[src/hdl/kvlt_pkg.sv]
// Package for the key/value line tokenizer: parse phases, character codes, field widths.
`default_nettype none
package kvlt_pkg;

    typedef enum logic [2:0] {
        PH_WS,
        PH_SLASH,
        PH_COMMENT,
        PH_QKEY,
        PH_UKEY,
        PH_SEP,
        PH_QVAL,
        PH_UVAL
    } kvlt_phase_t;

    localparam logic [7:0] CH_NUL    = 8'h00;
    localparam logic [7:0] CH_TAB    = 8'h09;
    localparam logic [7:0] CH_LF     = 8'h0A;
    localparam logic [7:0] CH_CR     = 8'h0D;
    localparam logic [7:0] CH_SPACE  = 8'h20;
    localparam logic [7:0] CH_QUOTE  = 8'h22;
    localparam logic [7:0] CH_DOLLAR = 8'h24;
    localparam logic [7:0] CH_SLASH  = 8'h2F;
    localparam logic [7:0] CH_EQUALS = 8'h3D;

    localparam int FIELD_W  = 22;
    localparam int INDEX_W  = 12;
    localparam int IN_W     = 8;
    localparam int OUT_W    = 104;

endpackage
`default_nettype wire

[src/hdl/key_value_line_tokenizer.sv]
// Key/value line tokenizer: byte-serial parser with a registered entry output.
//
// Takes one text byte per cycle on the s_ stream (s_tlast marks the final byte of a
// buffer, a zero byte also ends it) and returns one word per key/value pair found, in the
// cycle after the byte that completes the pair. Throughput is one byte per cycle; the
// input stalls only while a finished entry sits in the output register and m_tready is
// low. The parse state and all offset counters update once for each accepted byte.
`default_nettype none
module key_value_line_tokenizer
    import kvlt_pkg::*;
#(
    parameter int MAX_ENTRIES = 4096,
    parameter int OFFSET_BITS = 22
) (
    input  wire logic              aclk,
    input  wire logic              aresetn,
    input  wire logic              s_tvalid,
    output logic                   s_tready,
    input  wire logic [IN_W-1:0]   s_tdata,   // text_byte[7:0]
    input  wire logic              s_tlast,   // buffer_last
    output logic                   m_tvalid,
    input  wire logic              m_tready,
    // key_offset[21:0], key_length[43:22], value_offset[65:44], value_length[87:66],
    // entry_index[99:88], table_full[100], zero fill[103:101]
    output logic [OUT_W-1:0]       m_tdata
);

    localparam int OB  = OFFSET_BITS;
    localparam int ESW = $clog2(MAX_ENTRIES + 1);

    kvlt_phase_t     phase_reg, phase_next;
    logic [OB-1:0]   pos_reg, pos_next;
    logic [OB-1:0]   kb_reg, kb_next;
    logic [OB-1:0]   kc_reg, kc_next;
    logic            kfp_reg, kfp_next;
    logic [OB-1:0]   vb_reg, vb_next;
    logic [ESW-1:0]  es_reg, es_next;
    logic            m_tvalid_reg;
    logic [OUT_W-1:0] m_tdata_reg;

    logic            accept;
    logic [7:0]      b;
    logic            buf_end, full;
    logic            do_bare_key, do_bare_val;
    logic            try_take, try_end, emit;
    logic [OB-1:0]   endpos, vlen;
    logic            is_ws, is_crlf;
    logic [31:0]     ko32, kl32, vo32, vl32, ei32;
    logic            tfull;

    assign s_tready = !m_tvalid_reg || m_tready;
    assign accept   = s_tvalid && s_tready;
    assign b        = s_tdata;
    assign buf_end  = (b == CH_NUL) || s_tlast;
    assign full     = es_reg >= ESW'(MAX_ENTRIES);
    assign is_crlf  = (b == CH_CR) || (b == CH_LF);
    assign is_ws    = (b == CH_SPACE) || (b == CH_TAB) || is_crlf;

    always_comb begin
        phase_next  = phase_reg;
        pos_next    = pos_reg;
        kb_next     = kb_reg;
        kc_next     = kc_reg;
        kfp_next    = kfp_reg;
        vb_next     = vb_reg;
        es_next     = es_reg;
        do_bare_key = 1'b0;
        do_bare_val = 1'b0;
        try_take    = 1'b0;
        try_end     = 1'b0;

        if (!full && b != CH_NUL) begin
            unique case (phase_reg)
                PH_WS: begin
                    if (!is_ws) begin
                        if (b == CH_SLASH) begin
                            phase_next = PH_SLASH;
                        end else if (b == CH_QUOTE) begin
                            kb_next    = pos_reg + OB'(1);
                            kfp_next   = 1'b1;
                            phase_next = PH_QKEY;
                        end else begin
                            kb_next     = pos_reg;
                            kfp_next    = 1'b1;
                            phase_next  = PH_UKEY;
                            do_bare_key = 1'b1;
                        end
                    end
                end
                PH_SLASH: begin
                    if (b == CH_SLASH) begin
                        phase_next = PH_COMMENT;
                    end else begin
                        // lone slash: bare key starting at the slash
                        kb_next     = pos_reg - OB'(1);
                        kfp_next    = 1'b0;
                        phase_next  = PH_UKEY;
                        do_bare_key = 1'b1;
                    end
                end
                PH_COMMENT: begin
                    if (b == CH_LF) phase_next = PH_WS;
                end
                PH_QKEY: begin
                    if (b == CH_QUOTE) begin
                        kc_next    = pos_reg - kb_reg;
                        phase_next = PH_SEP;
                    end else begin
                        if (kfp_reg && b == CH_DOLLAR) kb_next = pos_reg + OB'(1);
                        kfp_next = 1'b0;
                    end
                end
                PH_UKEY: do_bare_key = 1'b1;
                PH_SEP: begin
                    if (b == CH_QUOTE) begin
                        vb_next    = pos_reg + OB'(1);
                        phase_next = PH_QVAL;
                    end else if (!(b == CH_SPACE || b == CH_TAB || b == CH_EQUALS)) begin
                        vb_next     = pos_reg;
                        phase_next  = PH_UVAL;
                        do_bare_val = 1'b1;
                    end
                end
                PH_QVAL: begin
                    if (b == CH_QUOTE) begin
                        phase_next = PH_WS;
                        try_take   = 1'b1;
                    end
                end
                PH_UVAL: do_bare_val = 1'b1;
            endcase

            if (do_bare_key) begin
                if (is_ws || b == CH_EQUALS) begin
                    kc_next    = pos_reg - kb_next;
                    phase_next = PH_SEP;
                end else begin
                    if (kfp_next && b == CH_DOLLAR) kb_next = pos_reg + OB'(1);
                    kfp_next = 1'b0;
                end
            end
            if (do_bare_val && is_crlf) begin
                phase_next = PH_WS;
                try_take   = 1'b1;
            end
            pos_next = pos_reg + OB'(1);
        end

        // end of buffer commits an open value at the end position
        if (buf_end && !full && (phase_next == PH_QVAL || phase_next == PH_UVAL))
            try_end = 1'b1;

        endpos = try_end ? pos_next : pos_reg;
        vlen   = endpos - vb_next;
        emit   = (try_take || try_end) && (kc_next != '0) && (vlen != '0);
        if (emit) es_next = es_reg + ESW'(1);
        tfull  = es_next >= ESW'(MAX_ENTRIES);

        ko32 = 32'(kb_next);
        kl32 = 32'(kc_next);
        vo32 = 32'(vb_next);
        vl32 = 32'(vlen);
        ei32 = 32'(es_reg);

        if (buf_end) begin
            phase_next = PH_WS;
            pos_next   = '0;
            kb_next    = '0;
            kc_next    = '0;
            kfp_next   = 1'b0;
            vb_next    = '0;
        end
    end

    always_ff @(posedge aclk) begin
        if (!aresetn) begin
            phase_reg    <= PH_WS;
            pos_reg      <= '0;
            kb_reg       <= '0;
            kc_reg       <= '0;
            kfp_reg      <= 1'b0;
            vb_reg       <= '0;
            es_reg       <= '0;
            m_tvalid_reg <= 1'b0;
        end else begin
            if (accept) begin
                phase_reg <= phase_next;
                pos_reg   <= pos_next;
                kb_reg    <= kb_next;
                kc_reg    <= kc_next;
                kfp_reg   <= kfp_next;
                vb_reg    <= vb_next;
                es_reg    <= es_next;
            end
            if (accept && emit) begin
                m_tvalid_reg <= 1'b1;
            end else if (m_tready) begin
                m_tvalid_reg <= 1'b0;
            end
        end
    end

    always_ff @(posedge aclk) begin
        if (accept && emit) begin
            m_tdata_reg <= {3'b000, tfull, ei32[INDEX_W-1:0], vl32[FIELD_W-1:0],
                            vo32[FIELD_W-1:0], kl32[FIELD_W-1:0], ko32[FIELD_W-1:0]};
        end
    end

    assign m_tvalid = m_tvalid_reg;
    assign m_tdata  = m_tdata_reg;

endmodule
`default_nettype wire

[config.mk]
export PLATFORM = sky130hd
export DESIGN_NAME = key_value_line_tokenizer
export DESIGN_NICKNAME = d
export VERILOG_FILES = /design/src/hdl/kvlt_pkg.sv /design/src/hdl/key_value_line_tokenizer.sv
export SDC_FILE = /design/constraint.sdc
export NUM_CORES = 1
export LEC_CHECK = 0
export BUFFER_PORTS_ARGS = -buffer_cell sky130_fd_sc_hd__clkbuf_2
export CORE_MARGIN = 2
export CORE_UTILIZATION = 30
export DETAILED_ROUTE_END_ITERATION = 6
export MAX_ROUTING_LAYER = met4
export PLACE_DENSITY = 0.5
export SYNTH_ARGS = -nofsm -noshare
export SYNTH_HDL_FRONTEND = slang
export SYNTH_SLANG_ARGS = --single-unit
[constraint.sdc]
create_clock -name aclk -period 12.8 [get_ports aclk]
set_clock_uncertainty 0.15 [all_clocks]
set_input_delay 3.2 -clock aclk [delete_from_list [all_inputs] [get_ports aclk]]
set_output_delay 3.2 -clock aclk [all_outputs]
set_load 0.02 [all_outputs]
==> flow_summary.html <==
<table>
<tr><th>Metric</th><th>Value</th></tr>
<tr><th colspan="2">Timing</th></tr>
<tr><td>Number of endpoints failing setup at the final stage</td><td>0</td></tr>
<tr><td>Worst slew margin relative to its limit</td><td>32.38%</td></tr>
<tr><td>Max Clk Rate</td><td>approximately 0.095 GHz</td></tr>
<tr><td>Final WS setup</td><td>2.238 ns</td></tr>
<tr><td>Slew @ Worst Pin</td><td>1.014 ns</td></tr>
<tr><td>Count of final hold-check violations</td><td>0</td></tr>
<tr><td>Setup TNS Final</td><td>0 ns</td></tr>
<tr><td>Final Max Slew Viols</td><td>0</td></tr>
<tr><td>Unrepaired setup endpoints after global routing</td><td>no</td></tr>
<tr><td>Clock period minus worst slack</td><td>10.56 ns</td></tr>
<tr><td>Worst hold slack across all endpoints</td><td>about 0.33 ns</td></tr>
<tr><td>Share of the cycle needed by the critical path after routing</td><td>about 83%</td></tr>
<tr><th colspan="2">Worst setup path</th></tr>
<tr><td>Slowest library cell on the worst path</td><td>nor4b_1</td></tr>
<tr><td>Endpoint class of the critical path</td><td>register</td></tr>
<tr><td>Required time at the worst-slack endpoint</td><td>around 13 ns</td></tr>
<tr><td>Critical Path Start</td><td>s_tdata[5]</td></tr>
<tr><td>Nature of the critical path startpoint</td><td>input pin</td></tr>
<tr><td>Critical path's largest stage delay</td><td>between 0.5 and 0.6 ns</td></tr>
<tr><td>Series of cell instances along the critical path</td><td>clkbuf_2 &gt; and2b_1 &gt; a211oi_1 &gt; a31oi_1 &gt; buf_4 &gt; a31oi_1 &gt; mux2i_1 &gt; nor3b_2 &gt; and2_1 &gt; nand2_1 &gt; o21ai_0 &gt; ha_1 &gt; nor2b_1 &gt; o31a_1 &gt; a31o_2 &gt; nor3_1 &gt; a21oi_1 &gt; o221ai_1 &gt; xnor3_1 &gt; nor4b_1 &gt; or3_1 &gt; o21bai_4 &gt; inv_4 &gt; buf_4</td></tr>
<tr><td>Type of the worst setup path</td><td>in -&gt; reg</td></tr>
<tr><td>Largest fanout on the critical path</td><td>78</td></tr>
<tr><td>Data arrival time of the critical path</td><td>10.57 ns</td></tr>
<tr><td>Reg2Reg Launch Point</td><td>pos_reg[1]</td></tr>
<tr><th colspan="2">Final layout</th></tr>
<tr><td>Area of combinational cells with multiple inputs</td><td>around 8600 µm²</td></tr>
<tr><td>Final core utilization</td><td>34.42%</td></tr>
<tr><td>Total of fill cells in the finished design</td><td>about 5,000</td></tr>
<tr><td>FF+latch area</td><td>about 5200 µm²</td></tr>
<tr><td>Proportion of layout cells with a drive suffix above 1</td><td>roughly an eighth</td></tr>
<tr><td>Diodes inserted</td><td>0</td></tr>
<tr><td>Flip-flop count of the largest register after layout</td><td>101</td></tr>
<tr><td>Post-route insts no fill</td><td>between 2,000 and 2,500</td></tr>
<tr><td>Area Overhead vs Synth</td><td>13.59%</td></tr>
<tr><td>Net count of the finished layout</td><td>about 1,900</td></tr>
<tr><td>Post-route cell area</td><td>16,360 µm²</td></tr>
<tr><th colspan="2">Run status</th></tr>
<tr><td>Run status</td><td>complete, but fails checks</td></tr>
<tr><td>Violated checks</td><td>design-rule violations</td></tr>
<tr><th colspan="2">Synth</th></tr>
<tr><td>Count of cell types in the netlist</td><td>between 90 and 100</td></tr>
<tr><td>Number of cells produced by synthesis</td><td>between 1,500 and 2,000</td></tr>
<tr><td>Area of the mapped netlist</td><td>approximately 14,000 µm²</td></tr>
<tr><td>Mean area per synthesized cell</td><td>about 8.4 µm²</td></tr>
<tr><td>Share of the yosys chip area belonging to registers</td><td>around 36%</td></tr>
<tr><td>Number of enable-type register cells in the synthesized netlist</td><td>just over 100</td></tr>
<tr><td>Share of flip-flops with an asynchronous set or reset</td><td>0%</td></tr>
<tr><td>Most frequently used flop master after synthesis</td><td>dfxtp_1</td></tr>
<tr><td>Seq cells post-synth</td><td>about 210</td></tr>
<tr><td>Synthesis Warnings</td><td>0</td></tr>
<tr><th colspan="2">Clock tree</th></tr>
<tr><td>Maximum clock path buffer count</td><td>3</td></tr>
<tr><td>CTS tree</td><td>done</td></tr>
<tr><td>CTS H-tree lvls</td><td>1</td></tr>
<tr><td>Hold-fix buffer count after cts</td><td>0</td></tr>
<tr><td>Cells resized by post-CTS repair</td><td>0</td></tr>
<tr><td>Clock transition at the registers of the reported paths</td><td>0.06 ns</td></tr>
<tr><td>TritonCTS Buffers</td><td>26</td></tr>
<tr><td>Source-to-sink clock delay at the later pin of the worst-skew pair</td><td>approximately 0.57 ns</td></tr>
<tr><td>Clock root cell</td><td>clkbuf_16</td></tr>
<tr><td>Clock net sink count</td><td>roughly 210</td></tr>
<tr><td>Number of setup buffers added after CTS</td><td>0</td></tr>
<tr><th colspan="2">Power</th></tr>
<tr><td>Fraction of power consumed by combinational cells</td><td>a little under a tenth</td></tr>
<tr><td>Net switching power of the design</td><td>422.1 µW</td></tr>
<tr><td>Fraction of power spent switching nets</td><td>between 20 and 30%</td></tr>
<tr><td>Leakage power summed over all cells</td><td>roughly 6.2 nW</td></tr>
<tr><td>Power per Cell Area</td><td>99.82 nW/µm²</td></tr>
<tr><td>Total power consumption of the routed design</td><td>1.633 mW</td></tr>
<tr><td>Clock share of power</td><td>about 48%</td></tr>
<tr><td>Worst VDD drop</td><td>~87 µV</td></tr>
<tr><td>Portion of total power attributed to sequential cells</td><td>a little over two fifths</td></tr>
<tr><td>Internal power consumption</td><td>1.211 mW</td></tr>
<tr><th colspan="2">Drt</th></tr>
<tr><td>Number of vias after detailed routing</td><td>between 10,000 and 15,000</td></tr>
<tr><td>Wire length per cell after detailed routing</td><td>21.27 µm</td></tr>
<tr><td>Remaining number of nets flagged by the antenna check after routing</td><td>0</td></tr>
<tr><td>Drt via density</td><td>5.623</td></tr>
<tr><td>Routed Wire Length</td><td>about 50,000 µm</td></tr>
<tr><td>Drt first-iter violations</td><td>~1,400</td></tr>
<tr><td>Pre-antenna DRT Iters</td><td>7</td></tr>
<tr><td># DRC</td><td>1</td></tr>
<tr><th colspan="2">GRT</th></tr>
<tr><td>Remaining Overflow, GRT</td><td>0</td></tr>
<tr><td>Wire length of the first global-routing pass</td><td>between 70,000 and 80,000 µm</td></tr>
<tr><td>Number of antenna violations at the first check in global routing</td><td>0</td></tr>
<tr><td>Maximum number of pins on one net before global-route repair</td><td>83</td></tr>
<tr><td>Total global-route track usage</td><td>between 20% and 30%</td></tr>
<tr><td>Via count of the first global-routing pass</td><td>~13,000</td></tr>
<tr><th colspan="2">Min path</th></tr>
<tr><td>Worst hold path startpoint</td><td>vb_reg[0]</td></tr>
<tr><td>Worst min-delay path category</td><td>reg -&gt; reg</td></tr>
<tr><th colspan="2">Floorplanning</th></tr>
<tr><td>Io pins</td><td>approximately 120</td></tr>
<tr><td>Overall die height</td><td>~220 µm</td></tr>
<tr><td>Horizontal extent of the die</td><td>about 220 µm</td></tr>
<tr><td>Area of the die</td><td>approximately 50,000 µm²</td></tr>
<tr><td>Area of the placeable core</td><td>between 40,000 and 50,000 µm²</td></tr>
<tr><td>Starting utilization of the core area</td><td>30.30%</td></tr>
<tr><td>Std-Cell Rows</td><td>80</td></tr>
<tr><th colspan="2">Placement</th></tr>
<tr><td>I/O Buffers</td><td>about 120</td></tr>
<tr><td>Routability-driven placement congestion ratio</td><td>between 0.9 and 1</td></tr>
<tr><td>Cell area reported after detailed placement</td><td>15,460 µm²</td></tr>
<tr><td>Worst setup slack after placement</td><td>1.738 ns</td></tr>
<tr><td>Number of placed cells counting well taps</td><td>around 2,400</td></tr>
<tr><td>Half-perimeter wire length after placement</td><td>around 38,000 µm</td></tr>
<tr><th colspan="2">Job</th></tr>
<tr><td>Max capacitance violation total</td><td>0</td></tr>
</table>
==> metal layers <==
| metal | wire [µm] | up-vias | GRT usage [%] | part of all wire (%) |
|---|---|---|---|---|
| li1 | - | 6469 | - | - |
| met1 | 22800 | 6490 | 26.98 | 44 |
| met2 | 23550 | 495 | 33.03 | 46 |
| met3 | 3058 | 104 | 3.016 | 6.0 |
| met4 | 1880 | 0 | 7.534 | 3.7 |
| met5 | 0 | - | - | 0 |
==> final cells by class <==
type / count / area share [%]
Sequential cell: 207 / 31.50
Clock buffer: 32 / 4.175
Clock inverter: 16 / 1.346
Timing Repair Buffer: 135 / 4.435
Inverter: 68 / 1.583
Multi-Input combinational cell: 1338 / 52.26
Tap cell: 615 / 4.703
==> final timing paths <==
path                                    end  slack (ns)  cells past startpoint
worst max-delay path            m_tdata[30]        2.24                     24
worst max register to register  m_tdata[30]        4.34                     20
worst min-delay path              vb_reg[0]        0.33                      2
worst min register to register    vb_reg[0]        0.33                      2
==> worst max-delay path, delay by kind of cell <==
kind	cells	cell delay (ns)
adder cells (fa/ha/maj)	1	0.30
XOR/XNOR	1	0.50
multiplexers	1	0.14
AND/OR/NAND/NOR	8	2.77
AO/OA/AOI/OAI	9	2.34
buffers and inverters	4	1.21
==> layout by cell type, fill, tap and decap left out, types with 16 or more instances in the layout <==
cell,instances
a211oi_1,22
a21o_1,21
a21oi_1,139
a221oi_1,16
a22oi_1,76
a31oi_1,19
and2_1,16
and3_1,19
buf_4,20
clkbuf_16,26
clkbuf_2,115
dfxtp_1,106
edfxtp_1,101
ha_1,67
inv_1,66
nand2_1,166
nand2b_1,18
nand3_1,40
nand4_1,17
nor2_1,184
nor3_1,45
o211ai_1,23
o21a_1,17
o21ai_0,102
o22ai_1,21
or3_1,18
xnor2_1,67
xor2_1,40
==> cells in the mapped netlist (8+ instances only) <==
master	count	share of area, %
a211oi_1	22	1.1
nand2b_1	18	0.78
or3_1	18	0.78
inv_1	68	1.8
a21oi_1	139	4.8
xor2_1	40	2.4
o22ai_1	21	0.91
nor2_1	186	4.8
nand2_1	167	4.4
ha_1	67	5.8
and3_1	19	0.83
nor4_1	13	0.56
dfxtp_1	106	15
o21a_1	17	0.89
nor2b_1	8	0.35
xnor2_1	67	4.1
nand4_1	17	0.74
o211ai_1	23	1.2
nor3b_1	8	0.42
a22oi_1	76	4.0
o221ai_1	9	0.55
nand3_1	40	1.4
a221oi_1	16	0.97
clkbuf_1	89	2.3
a31oi_1	19	0.83
nor3_1	45	1.6
buf_2	9	0.31
a21o_1	21	1.1
edfxtp_1	101	21
and2_1	16	0.69
o21ai_0	102	3.5
o21bai_1	10	0.52
==> kinds of logic after synthesis <==
kind of cell	count (synthesis)	synth area share (%)
buffers and inverters	178	5.055
XOR/XNOR	109	6.818
flip-flops	207	35.79
other	1	0.02603
adder cells (fa/ha/maj)	70	6.236
AND/OR/NAND/NOR	601	20.13
AO/OA/AOI/OAI	549	25.53
multiplexers	6	0.4256
==> power by group through the flow <==
stage	logic (mW)	registers, mW	clock network (mW)
2_1_floorplan	0.105	0.715	0
3_3_place_gp	0.154	0.713	0
3_5_place_dp	0.154	0.713	0
4_1_cts	0.155	0.699	0.798
5_1_grt	0.169	0.699	0.823
6_report	0.156	0.699	0.778
Note: power is estimated with default switching activity, not from simulation.
